$ cat config.mk
export PLATFORM = sky130hd
export DESIGN_NAME = led_strip_effect_generator_top
export DESIGN_NICKNAME = d
export VERILOG_FILES = /design/src/sv/lseg_pkg.sv /design/src/sv/lseg_queue.sv /design/src/sv/lseg_front.sv /design/src/sv/lseg_back.sv /design/src/sv/led_strip_effect_generator_top.sv
export SDC_FILE = /design/constraint.sdc
export NUM_CORES = 2
export LEC_CHECK = 0
export ABC_CLOCK_PERIOD_IN_PS = 18400
export BUFFER_PORTS_ARGS = -buffer_cell sky130_fd_sc_hd__buf_4
export CAP_MARGIN = 10
export CORE_MARGIN = 1
export CORE_UTILIZATION = 60
export CTS_CLUSTER_DIAMETER = 30
export DETAILED_ROUTE_END_ITERATION = 8
export PLACE_DENSITY_LB_ADDON = 0.12
export SYNTH_ARGS = -nofsm -noshare
export SYNTH_HDL_FRONTEND = slang
export SYNTH_SLANG_ARGS = --single-unit
$ cat constraint.sdc
create_clock -name clock -period 18.4 [get_ports clock]
set_input_delay 1.84 -clock clock [delete_from_list [all_inputs] [get_ports clock]]
set_output_delay 1.84 -clock clock [all_outputs]
set_load 0.005 [all_outputs]
$ cat src/sv/lseg_pkg.sv
package lseg_pkg;

   // Field widths.
   localparam int TimeW    = 32;
   localparam int ChanW    = 8;
   localparam int ColorW   = 24;
   localparam int PixW     = 6;
   localparam int LevelW   = 8;
   localparam int RspDataW = 32;
   localparam int CsrAddrW = 2;
   localparam int CsrDataW = 24;

   // Effect modes.
   typedef enum logic [1:0] {
      MODE_SOLID    = 2'd0,
      MODE_BREATH   = 2'd1,
      MODE_GRADIENT = 2'd2,
      MODE_PULSE    = 2'd3
   } mode_type;

   // Control register indexes.
   typedef enum logic [CsrAddrW-1:0] {
      CSR_EFFECT_MODE = 2'd0,
      CSR_BASE_COLOR  = 2'd1,
      CSR_BRIGHTNESS  = 2'd2,
      CSR_POWER_ON    = 2'd3
   } csr_index_type;

   // Update intervals in milliseconds.
   localparam logic [TimeW-1:0] IntervalSolid    = 32'd1000000;
   localparam logic [TimeW-1:0] IntervalBreath   = 32'd30;
   localparam logic [TimeW-1:0] IntervalGradient = 32'd1000;
   localparam logic [TimeW-1:0] IntervalPulse    = 32'd80;

   // Breathing level limits.
   localparam logic [LevelW-1:0] BreathReset = 8'd128;
   localparam logic [LevelW-1:0] BreathStep  = 8'd3;
   localparam logic [LevelW-1:0] BreathMax   = 8'd255;
   localparam logic [LevelW-1:0] BreathMin   = 8'd30;
   localparam logic [LevelW-1:0] BreathTurn  = 8'd33;

   // Pulse falloff levels by distance from the center.
   localparam logic [LevelW-1:0] PulseLevel0   = 8'd255;
   localparam logic [LevelW-1:0] PulseLevel1   = 8'd128;
   localparam logic [LevelW-1:0] PulseLevel2   = 8'd64;
   localparam logic [LevelW-1:0] PulseLevelFar = 8'd16;
   localparam logic [LevelW-1:0] LevelFull     = 8'd255;

   // Frame queue between front and back.
   localparam int QueueDepth = 2;

   // One frame to render, as the front hands it to the back.
   typedef struct packed {
      mode_type              mode;
      logic [LevelW-1:0]     level;
      logic [PixW-1:0]       pulse_pos;
      logic [ColorW-1:0]     color;
   } cmd_type;

endpackage

$ cat src/sv/lseg_queue.sv
module lseg_queue (
   input  logic              clock,
   input  logic              reset,
   input  logic              push,
   input  lseg_pkg::cmd_type push_cmd,
   output logic              full,
   input  logic              pop,
   output logic              pop_valid,
   output lseg_pkg::cmd_type pop_cmd
);
   import lseg_pkg::*;

   localparam int PtrW = $clog2(QueueDepth);
   localparam int CntW = $clog2(QueueDepth + 1);

   cmd_type           mem_ff [QueueDepth];
   logic [PtrW-1:0]   wr_ptr_ff, wr_ptr_in;
   logic [PtrW-1:0]   rd_ptr_ff, rd_ptr_in;
   logic [CntW-1:0]   count_ff, count_in;
   logic              do_push, do_pop;

   // Status and read side.
   assign full      = (count_ff == CntW'(QueueDepth));
   assign pop_valid = (count_ff != '0);
   assign pop_cmd   = mem_ff[rd_ptr_ff];
   assign do_push   = push && !full;
   assign do_pop    = pop && pop_valid;

   // Pointer and count updates.
   always_comb begin
      wr_ptr_in = wr_ptr_ff;
      rd_ptr_in = rd_ptr_ff;
      count_in  = count_ff;
      if (do_push) begin
         wr_ptr_in = (wr_ptr_ff == PtrW'(QueueDepth - 1)) ? '0 : wr_ptr_ff + 1'b1;
      end
      if (do_pop) begin
         rd_ptr_in = (rd_ptr_ff == PtrW'(QueueDepth - 1)) ? '0 : rd_ptr_ff + 1'b1;
      end
      priority if (do_push && !do_pop) begin
         count_in = count_ff + 1'b1;
      end else if (do_pop && !do_push) begin
         count_in = count_ff - 1'b1;
      end
   end

   always_ff @(posedge clock) begin
      if (reset) begin
         wr_ptr_ff <= '0;
         rd_ptr_ff <= '0;
         count_ff  <= '0;
      end else begin
         wr_ptr_ff <= wr_ptr_in;
         rd_ptr_ff <= rd_ptr_in;
         count_ff  <= count_in;
      end
   end

   // Entry storage needs no reset.
   always_ff @(posedge clock) begin
      if (do_push) begin
         mem_ff[wr_ptr_ff] <= push_cmd;
      end
   end

endmodule

$ cat src/sv/lseg_front.sv
module lseg_front #(
   parameter int NUM_LEDS = 6
) (
   input  logic                            clock,
   input  logic                            reset,
   input  logic                            req_tvalid,
   output logic                            req_tready,
   input  logic [lseg_pkg::TimeW-1:0]      req_tdata,
   input  logic                            csr_we,
   input  logic [lseg_pkg::CsrAddrW-1:0]   csr_addr,
   input  logic [lseg_pkg::CsrDataW-1:0]   csr_wdata,
   input  logic                            q_full,
   output logic                            q_push,
   output lseg_pkg::cmd_type               q_cmd
);
   import lseg_pkg::*;

   localparam logic [PixW-1:0] PosLast = PixW'(NUM_LEDS - 1);

   // Settings.
   mode_type             mode_ff, mode_in;
   logic [ColorW-1:0]    color_ff, color_in;
   logic [ChanW-1:0]     bright_ff, bright_in;
   logic                 power_ff, power_in;

   // Effect state.
   logic [TimeW-1:0]     last_time_ff, last_time_in;
   logic [LevelW-1:0]    breath_ff, breath_in;
   logic                 rising_ff, rising_in;
   logic [PixW-1:0]      pos_ff, pos_in;
   logic                 falling_ff, falling_in;

   logic [TimeW-1:0]     delta;
   logic [TimeW-1:0]     interval;
   logic                 update_ok;
   logic [LevelW:0]      breath_sum;
   logic [LevelW-1:0]    breath_next;
   logic                 rising_next;
   logic [PixW-1:0]      pos_next;
   logic                 falling_next;

   // Decide whether this time stamp triggers a frame.
   always_comb begin
      delta = req_tdata - last_time_ff;
      unique case (mode_ff)
         MODE_SOLID:    interval = IntervalSolid;
         MODE_BREATH:   interval = IntervalBreath;
         MODE_GRADIENT: interval = IntervalGradient;
         MODE_PULSE:    interval = IntervalPulse;
      endcase
      update_ok = power_ff && (bright_ff != '0) && (delta >= interval);
   end

   assign req_tready = !q_full;
   assign q_push     = req_tvalid && !q_full && update_ok;

   // Next breathing level, bouncing between its limits.
   always_comb begin
      breath_sum = {1'b0, breath_ff} + {1'b0, BreathStep};
      if (rising_ff) begin
         if (breath_sum >= {1'b0, BreathMax}) begin
            breath_next = BreathMax;
            rising_next = 1'b0;
         end else begin
            breath_next = breath_sum[LevelW-1:0];
            rising_next = 1'b1;
         end
      end else begin
         if (breath_ff <= BreathTurn) begin
            breath_next = BreathMin;
            rising_next = 1'b1;
         end else begin
            breath_next = breath_ff - BreathStep;
            rising_next = 1'b0;
         end
      end
   end

   // Next pulse center; it turns at the far end and at zero.
   always_comb begin
      pos_next = falling_ff ? pos_ff - 1'b1 : pos_ff + 1'b1;
      priority if (pos_next >= PosLast) begin
         falling_next = 1'b1;
      end else if (pos_next == '0) begin
         falling_next = 1'b0;
      end else begin
         falling_next = falling_ff;
      end
   end

   // State updates on a frame, then control register writes.
   always_comb begin
      mode_in      = mode_ff;
      color_in     = color_ff;
      bright_in    = bright_ff;
      power_in     = power_ff;
      last_time_in = last_time_ff;
      breath_in    = breath_ff;
      rising_in    = rising_ff;
      pos_in       = pos_ff;
      falling_in   = falling_ff;
      if (q_push) begin
         last_time_in = req_tdata;
         if (mode_ff == MODE_BREATH) begin
            breath_in = breath_next;
            rising_in = rising_next;
         end
         if (mode_ff == MODE_PULSE) begin
            pos_in     = pos_next;
            falling_in = falling_next;
         end
      end
      if (csr_we) begin
         unique case (csr_index_type'(csr_addr))
            CSR_EFFECT_MODE: begin
               mode_in      = mode_type'(csr_wdata[1:0]);
               breath_in    = BreathReset;
               rising_in    = 1'b1;
               last_time_in = '0;
            end
            CSR_BASE_COLOR: color_in  = csr_wdata[ColorW-1:0];
            CSR_BRIGHTNESS: bright_in = csr_wdata[ChanW-1:0];
            CSR_POWER_ON:   power_in  = csr_wdata[0];
         endcase
      end
   end

   // Frame descriptor for the back end.
   always_comb begin
      q_cmd.mode      = mode_ff;
      q_cmd.level     = breath_next;
      q_cmd.pulse_pos = pos_next;
      q_cmd.color     = color_ff;
   end

   always_ff @(posedge clock) begin
      if (reset) begin
         mode_ff      <= MODE_SOLID;
         color_ff     <= '0;
         bright_ff    <= 8'd255;
         power_ff     <= 1'b1;
         last_time_ff <= '0;
         breath_ff    <= BreathReset;
         rising_ff    <= 1'b1;
         pos_ff       <= '0;
         falling_ff   <= 1'b0;
      end else begin
         mode_ff      <= mode_in;
         color_ff     <= color_in;
         bright_ff    <= bright_in;
         power_ff     <= power_in;
         last_time_ff <= last_time_in;
         breath_ff    <= breath_in;
         rising_ff    <= rising_in;
         pos_ff       <= pos_in;
         falling_ff   <= falling_in;
      end
   end

endmodule

$ cat src/sv/lseg_back.sv
module lseg_back #(
   parameter int NUM_LEDS = 6
) (
   input  logic                             clock,
   input  logic                             reset,
   input  logic                             q_valid,
   input  lseg_pkg::cmd_type                q_cmd,
   output logic                             q_pop,
   output logic                             rsp_tvalid,
   input  logic                             rsp_tready,
   output logic [lseg_pkg::RspDataW-1:0]    rsp_tdata,
   output logic                             rsp_tlast
);
   import lseg_pkg::*;

   localparam int IdxW       = $clog2(NUM_LEDS);
   localparam int AccW       = ChanW + $clog2(NUM_LEDS + 1);
   localparam int RecipShift = AccW + $clog2(NUM_LEDS);
   localparam longint RecipVal = ((longint'(1) << RecipShift) + NUM_LEDS - 1) / NUM_LEDS;
   localparam int RecipW     = $clog2(RecipVal + 1);
   localparam logic [RecipW-1:0] Recip = RecipW'(RecipVal);
   localparam int ProdW      = AccW + RecipW;
   localparam logic [IdxW-1:0] IdxLast = IdxW'(NUM_LEDS - 1);

   // floor(c * level / 255), exact for 16-bit products.
   function automatic logic [ChanW-1:0] scale_255(input logic [ChanW-1:0] c,
                                                  input logic [LevelW-1:0] lvl);
      logic [16:0] prod;
      logic [16:0] sum;
      prod = 17'(c) * 17'(lvl);
      sum  = prod + (prod >> 8) + 17'd1;
      return sum[15:8];
   endfunction

   // floor(x / NUM_LEDS) by a rounded-up reciprocal.
   function automatic logic [ChanW-1:0] div_leds(input logic [AccW-1:0] x);
      logic [ProdW-1:0] prod;
      prod = ProdW'(x) * ProdW'(Recip);
      return prod[RecipShift +: ChanW];
   endfunction

   logic                busy_ff, busy_in;
   cmd_type             cmd_ff, cmd_in;
   logic [IdxW-1:0]     idx_ff, idx_in;
   logic [AccW-1:0]     acc_ff [3];
   logic [AccW-1:0]     acc_in [3];

   logic                rsp_valid_ff, rsp_valid_in;
   logic [PixW-1:0]     rsp_index_ff, rsp_index_in;
   logic [ChanW-1:0]    rsp_chan_ff [3];
   logic [ChanW-1:0]    rsp_chan_in [3];
   logic                rsp_last_ff, rsp_last_in;

   logic                out_free, fire, fire_last;
   logic [PixW-1:0]     idx_pix;
   logic [PixW-1:0]     gap;
   logic [LevelW-1:0]   level;
   logic [ChanW-1:0]    base [3];
   logic [ChanW-1:0]    q_base [3];
   logic [ChanW-1:0]    pix [3];

   // One pixel leaves per cycle while the output register can take it.
   assign out_free  = !rsp_valid_ff || rsp_tready;
   assign fire      = busy_ff && out_free;
   assign fire_last = fire && (idx_ff == IdxLast);
   assign q_pop     = q_valid && (!busy_ff || fire_last);

   assign base[0]   = cmd_ff.color[23:16];
   assign base[1]   = cmd_ff.color[15:8];
   assign base[2]   = cmd_ff.color[7:0];
   assign q_base[0] = q_cmd.color[23:16];
   assign q_base[1] = q_cmd.color[15:8];
   assign q_base[2] = q_cmd.color[7:0];

   // Pulse falloff from the distance to the center.
   always_comb begin
      idx_pix = PixW'(idx_ff);
      gap     = (idx_pix > cmd_ff.pulse_pos) ? idx_pix - cmd_ff.pulse_pos
                                             : cmd_ff.pulse_pos - idx_pix;
      unique case (gap)
         6'd0:    level = PulseLevel0;
         6'd1:    level = PulseLevel1;
         6'd2:    level = PulseLevel2;
         default: level = PulseLevelFar;
      endcase
   end

   // Pixel color for the current index.
   always_comb begin
      for (int ch = 0; ch < 3; ch++) begin
         unique case (cmd_ff.mode)
            MODE_SOLID:    pix[ch] = base[ch];
            MODE_BREATH:   pix[ch] = scale_255(base[ch], cmd_ff.level);
            MODE_GRADIENT: pix[ch] = div_leds(acc_ff[ch]);
            MODE_PULSE:    pix[ch] = scale_255(base[ch], level);
         endcase
      end
   end

   // Sequencer: load a frame, then step the index and the ramp sums.
   always_comb begin
      busy_in = busy_ff;
      cmd_in  = cmd_ff;
      idx_in  = idx_ff;
      for (int ch = 0; ch < 3; ch++) begin
         acc_in[ch] = acc_ff[ch];
      end
      if (fire) begin
         idx_in = idx_ff + 1'b1;
         for (int ch = 0; ch < 3; ch++) begin
            acc_in[ch] = acc_ff[ch] + AccW'(base[ch]);
         end
         if (fire_last) begin
            busy_in = 1'b0;
         end
      end
      if (q_pop) begin
         busy_in = 1'b1;
         cmd_in  = q_cmd;
         idx_in  = '0;
         for (int ch = 0; ch < 3; ch++) begin
            acc_in[ch] = AccW'(q_base[ch]);
         end
      end
   end

   // Output register.
   always_comb begin
      rsp_valid_in = rsp_valid_ff;
      rsp_index_in = rsp_index_ff;
      rsp_last_in  = rsp_last_ff;
      for (int ch = 0; ch < 3; ch++) begin
         rsp_chan_in[ch] = rsp_chan_ff[ch];
      end
      if (fire) begin
         rsp_valid_in = 1'b1;
         rsp_index_in = idx_pix;
         rsp_last_in  = (idx_ff == IdxLast);
         for (int ch = 0; ch < 3; ch++) begin
            rsp_chan_in[ch] = pix[ch];
         end
      end else if (rsp_tready) begin
         rsp_valid_in = 1'b0;
      end
   end

   always_ff @(posedge clock) begin
      if (reset) begin
         busy_ff      <= 1'b0;
         rsp_valid_ff <= 1'b0;
      end else begin
         busy_ff      <= busy_in;
         rsp_valid_ff <= rsp_valid_in;
      end
   end

   always_ff @(posedge clock) begin
      cmd_ff       <= cmd_in;
      idx_ff       <= idx_in;
      rsp_index_ff <= rsp_index_in;
      rsp_last_ff  <= rsp_last_in;
      for (int ch = 0; ch < 3; ch++) begin
         acc_ff[ch]      <= acc_in[ch];
         rsp_chan_ff[ch] <= rsp_chan_in[ch];
      end
   end

   assign rsp_tvalid = rsp_valid_ff;
   assign rsp_tlast  = rsp_last_ff;
   assign rsp_tdata  = {2'b00, rsp_chan_ff[2], rsp_chan_ff[1], rsp_chan_ff[0], rsp_index_ff};

endmodule

$ cat src/sv/led_strip_effect_generator_top.sv
// The first pixel word of a frame passes the frame queue, the pixel sequencer's frame
// register and the output register. Time stamps are taken while the frame queue is not
// full; the pixel sequencer sends one pixel word per cycle while the output is not stalled,
// and a two-entry frame queue lets the next time stamps be taken meanwhile.
// Reset is synchronous and active high: settings and effect state return to their
// reset values, the frame queue empties and no pixel word is valid.
module led_strip_effect_generator_top #(
   parameter int NUM_LEDS = 6
) (
   input  logic                            clock,
   input  logic                            reset,
   // req_tdata: now_ms[31:0].
   input  logic                            req_tvalid,
   output logic                            req_tready,
   input  logic [lseg_pkg::TimeW-1:0]      req_tdata,
   // rsp_tdata: pixel_index[5:0], red[13:6], green[21:14], blue[29:22], zero[31:30].
   output logic                            rsp_tvalid,
   input  logic                            rsp_tready,
   output logic [lseg_pkg::RspDataW-1:0]   rsp_tdata,
   output logic                            rsp_tlast,
   input  logic                            csr_we,
   input  logic [lseg_pkg::CsrAddrW-1:0]   csr_addr,
   input  logic [lseg_pkg::CsrDataW-1:0]   csr_wdata
);
   import lseg_pkg::*;

   logic    push, full, pop, pop_valid;
   cmd_type push_cmd, pop_cmd;

   // Time stamp check, settings and effect state.
   lseg_front #(.NUM_LEDS(NUM_LEDS)) u_front (
      .clock      (clock),
      .reset      (reset),
      .req_tvalid (req_tvalid),
      .req_tready (req_tready),
      .req_tdata  (req_tdata),
      .csr_we     (csr_we),
      .csr_addr   (csr_addr),
      .csr_wdata  (csr_wdata),
      .q_full     (full),
      .q_push     (push),
      .q_cmd      (push_cmd)
   );

   // Frames waiting for the pixel sequencer.
   lseg_queue u_queue (
      .clock     (clock),
      .reset     (reset),
      .push      (push),
      .push_cmd  (push_cmd),
      .full      (full),
      .pop       (pop),
      .pop_valid (pop_valid),
      .pop_cmd   (pop_cmd)
   );

   // Pixel sequencer and output register.
   lseg_back #(.NUM_LEDS(NUM_LEDS)) u_back (
      .clock      (clock),
      .reset      (reset),
      .q_valid    (pop_valid),
      .q_cmd      (pop_cmd),
      .q_pop      (pop),
      .rsp_tvalid (rsp_tvalid),
      .rsp_tready (rsp_tready),
      .rsp_tdata  (rsp_tdata),
      .rsp_tlast  (rsp_tlast)
   );

endmodule

==> results by group <==
Synthesis
  • Seq cells post-synth: 274
  • Post-Syn Area: 35200 um^2
  • Register area share after synthesis: 20.5%
  • Synth unique cells: 91
  • Post-synthesis mux area share: 3.25%
  • Synth Flop Type: edfxtp_1
  • XOR/XNOR Fraction of Synth Area: 4.76%
  • Gate Count Post-Synth: 3781
  • Compound-gate portion of the synthesized area: 12.3%
  • Synth Area per Inst: a little over 9 um^2
  • Simple-gate share of the synthesized area: 14.4%
  • Largest family of logic cells by synthesized area: adder cells
  • Synthesis Warnings: 0
  • Synth Area in Adders: between 30% and 40%
  • FFs w/ async S/R, synth: 0%
  • Number of synthesized flops with an enable pin: 172

Setup path
  • Critical Path Max Stage Delay: 740 ps
  • CP Max Fanout: 27
  • Crit. End Element: register
  • Critical Path RT: 18740 ps
  • Crit-path slowest cell: nand3_1
  • CP Depth: 30
  • R2R Path End: u_back.rsp_chan_ff[0][9]
  • CP delay by family, top: adder cells
  • Worst reg-to-reg path cell count: 30
  • CP bufs+invs: 5
  • Worst Path Class, Setup: reg -> reg
  • Startpoint types: register
  • Worst R2R Setup Slack: 8460 ps
  • Crit. Startpoint: u_back.idx_ff[0]
  • Crit path to: u_back.rsp_chan_ff[0][9]
  • FF-to-FF Start: u_back.idx_ff[0]
  • CP arrival: approximately 10000 ps

CTS
  • Max clock buf depth: 3
  • H-tree levels: 2
  • Post-cts resize count: 0
  • Post CTS Setup Buffer Count: 0
  • CTS sink count: 274
  • Number of hold buffers added after CTS: 0
  • CTS tree: built
  • Root Buffer: clkbuf_16
  • Clk_lat worst skew: ~640 ps
  • CTS Buf Count: 61
  • Clock transition at path regs: 50 ps

STA
  • Final slew viol count: 0
  • Tightest Pin Transition: 1190 ps
  • Setup violators final: 0
  • RSZ-0062 raised after global routing: no
  • Final hold violation count: 0
  • Sum Neg Setup Slack: 0 ps
  • Clock Skew: 71.5 ps
  • Max Clk Rate: 101 MHz
  • Post-route minimum period: between 9000 and 10000 ps
  • Final worst-path cycle share: between 50% and 60%
  • Relative slew slack: 20.6%

Hold path
  • Worst hold path class: reg -> reg
  • Beginning of the worst hold path: u_front.color_ff[7]

GRT
  • Largest net degree at the start of global routing: a little over 80
  • GRT Resource Usage Total: between 20% and 30%
  • Initial antenna violation count: 3
  • Vias in the first global route: 27062
  • Total global routing overflow: 0
  • First-pass GRT wire length: 138000 um

Floorplanning
  • Die height: 244 um
  • # rows: 88
  • DIE AREA: 59700 um^2
  • Core ar.: 57800 um^2
  • I/O pins: 98
  • Chip width: 244 um
  • Starting density of the core: 60.9%

Detailed routing
  • Drc violations: 0
  • WL final: approximately 84000 um
  • Post-detailed-route wirelength per cell: 18.0 um
  • DR vias/cell: just under 6
  • Vias: 26897
  • DRT iter0 DRCs: 1469
  • Post-DRT Antenna Nets: 0
  • DRT Pass-1 Iters: 7

Status
  • Status: finished, final reports clean

Cells and area
  • Filler cells: ~4700
  • Fraction of layout cells with a size suffix above 1: 8.11%
  • Area delta synth->final: 10.1%
  • Nets@finish: 4769
  • ANT cells: 0

Place
  • RD Place Congestion: 0.948
  • Hpwl dp: 65400 um
  • PortBufs: about 90

Flow run
  • Maxcap violations: 0
[cells in the mapped netlist, drive strengths merged (102+ instances only)]
library cell | number | area [um^2]
fa | 319 | 6390
ha | 543 | 6790
a21oi | 178 | 891
edfxtp | 172 | 5160
nor2 | 126 | 473
xnor2 | 126 | 1100
inv | 544 | 2040
and2 | 137 | 857
clkbuf | 109 | 409
dfxtp | 102 | 2040
o21ai | 102 | 510
nand2 | 432 | 1620
[worst reg2reg max path, delay by kind of cell, from the launching register on]
kind                       cells  cell delay (ps)
DFF                            1              440
AOI/OAI and AO/OA             12             2970
and+or+nand+nor                5             1610
xor gates and xnor gates       1              590
buffers and inverters          5              490
adders and majority gates      7             3570
[stage by stage]
step / cell area [um^2] / cells / hold WS [ps] / setup slack (ps) / util (%)
2_1_floorplan: 35200 / 3785 / 425 / 9710 / -
3_3_place_gp: 36600 / 4546 / 433 / 8850 / 63.4
3_5_place_dp: 36600 / 4546 / 443 / 8590 / 63.4
4_1_cts: 38800 / 4662 / 452 / 8560 / 67.1
5_1_grt: 38800 / 4662 / 468 / 7610 / 67.1
6_report: 38800 / 4662 / 450 / 8460 / 67.1
[cells by family after synthesis]
family	after synthesis
compound gates	641
xor+xnor	188
fa+ha+maj	864
buf+inv	676
flops	274
mux	104
other cells	1
simple gates	1033
[per-layer routing]
layer,vias to the layer above,part of all wire [%],GRT usage (%),wire (um)
li1,13082,-,-,-
met1,13004,44,38.3,37100
met2,678,48,49.1,40100
met3,133,5.4,3.96,4510
met4,0,2.5,7.83,2120
met5,-,0,0,0
[cell type report]
class / count / area, um^2 / area share, %
clock buffer: 75 / 1650 / 4.25
timing repair buffer: 127 / 953 / 2.46
inverter: 545 / 2050 / 5.28
sequential: 274 / 7210 / 18.6
multi-input combinational: 2835 / 25500 / 65.7
tap: 765 / 957 / 2.47
clock inverter: 41 / 484 / 1.25
[worst min path at each step]
stage | endpoint | depth (start not counted)
3_5_place_dp | u_queue.mem_ff[0][7] | 0
3_3_place_gp | u_queue.mem_ff[0][6] | 0
4_1_cts | u_queue.mem_ff[0][7] | 0
5_1_grt | u_queue.mem_ff[0][2] | 0
6_report | u_queue.mem_ff[0][7] | 0
2_1_floorplan | u_queue.mem_ff[0][0] | 0
[registers in the layout, indices dropped and copies added, names as in the netlist, 2 cells and up, named ones only]
signal / cells
u_back.acc_ff: 33
u_back.base: 24
u_back.cmd_ff: 16
u_back.idx_ff: 3
u_back.rsp_chan_ff: 24
u_back.rsp_index_ff: 3
u_front.breath_ff: 8
u_front.bright_ff: 8
u_front.color_ff: 24
u_front.last_time_ff: 32
u_front.mode_ff: 2
u_front.pos_ff: 6
u_queue.count_ff: 2
u_queue.mem_ff: 80
[cells in the final DEF (no fill, tap or decap), types with 59 or more instances in the layout]
cell	instances
o21ai_0	100
buf_4	127
edfxtp_1	172
a21oi_1	178
ha_1	543
and2_1	135
xor2_1	60
nor2_1	125
dfxtp_1	101
fa_1	319
inv_1	543
xnor2_1	126
nand2_1	432
clkbuf_16	61
nand3_1	59
Power is left out: the tool's default activity adds up to more than one toggle a clock period on the data nets, which glitch-free logic cannot reach.
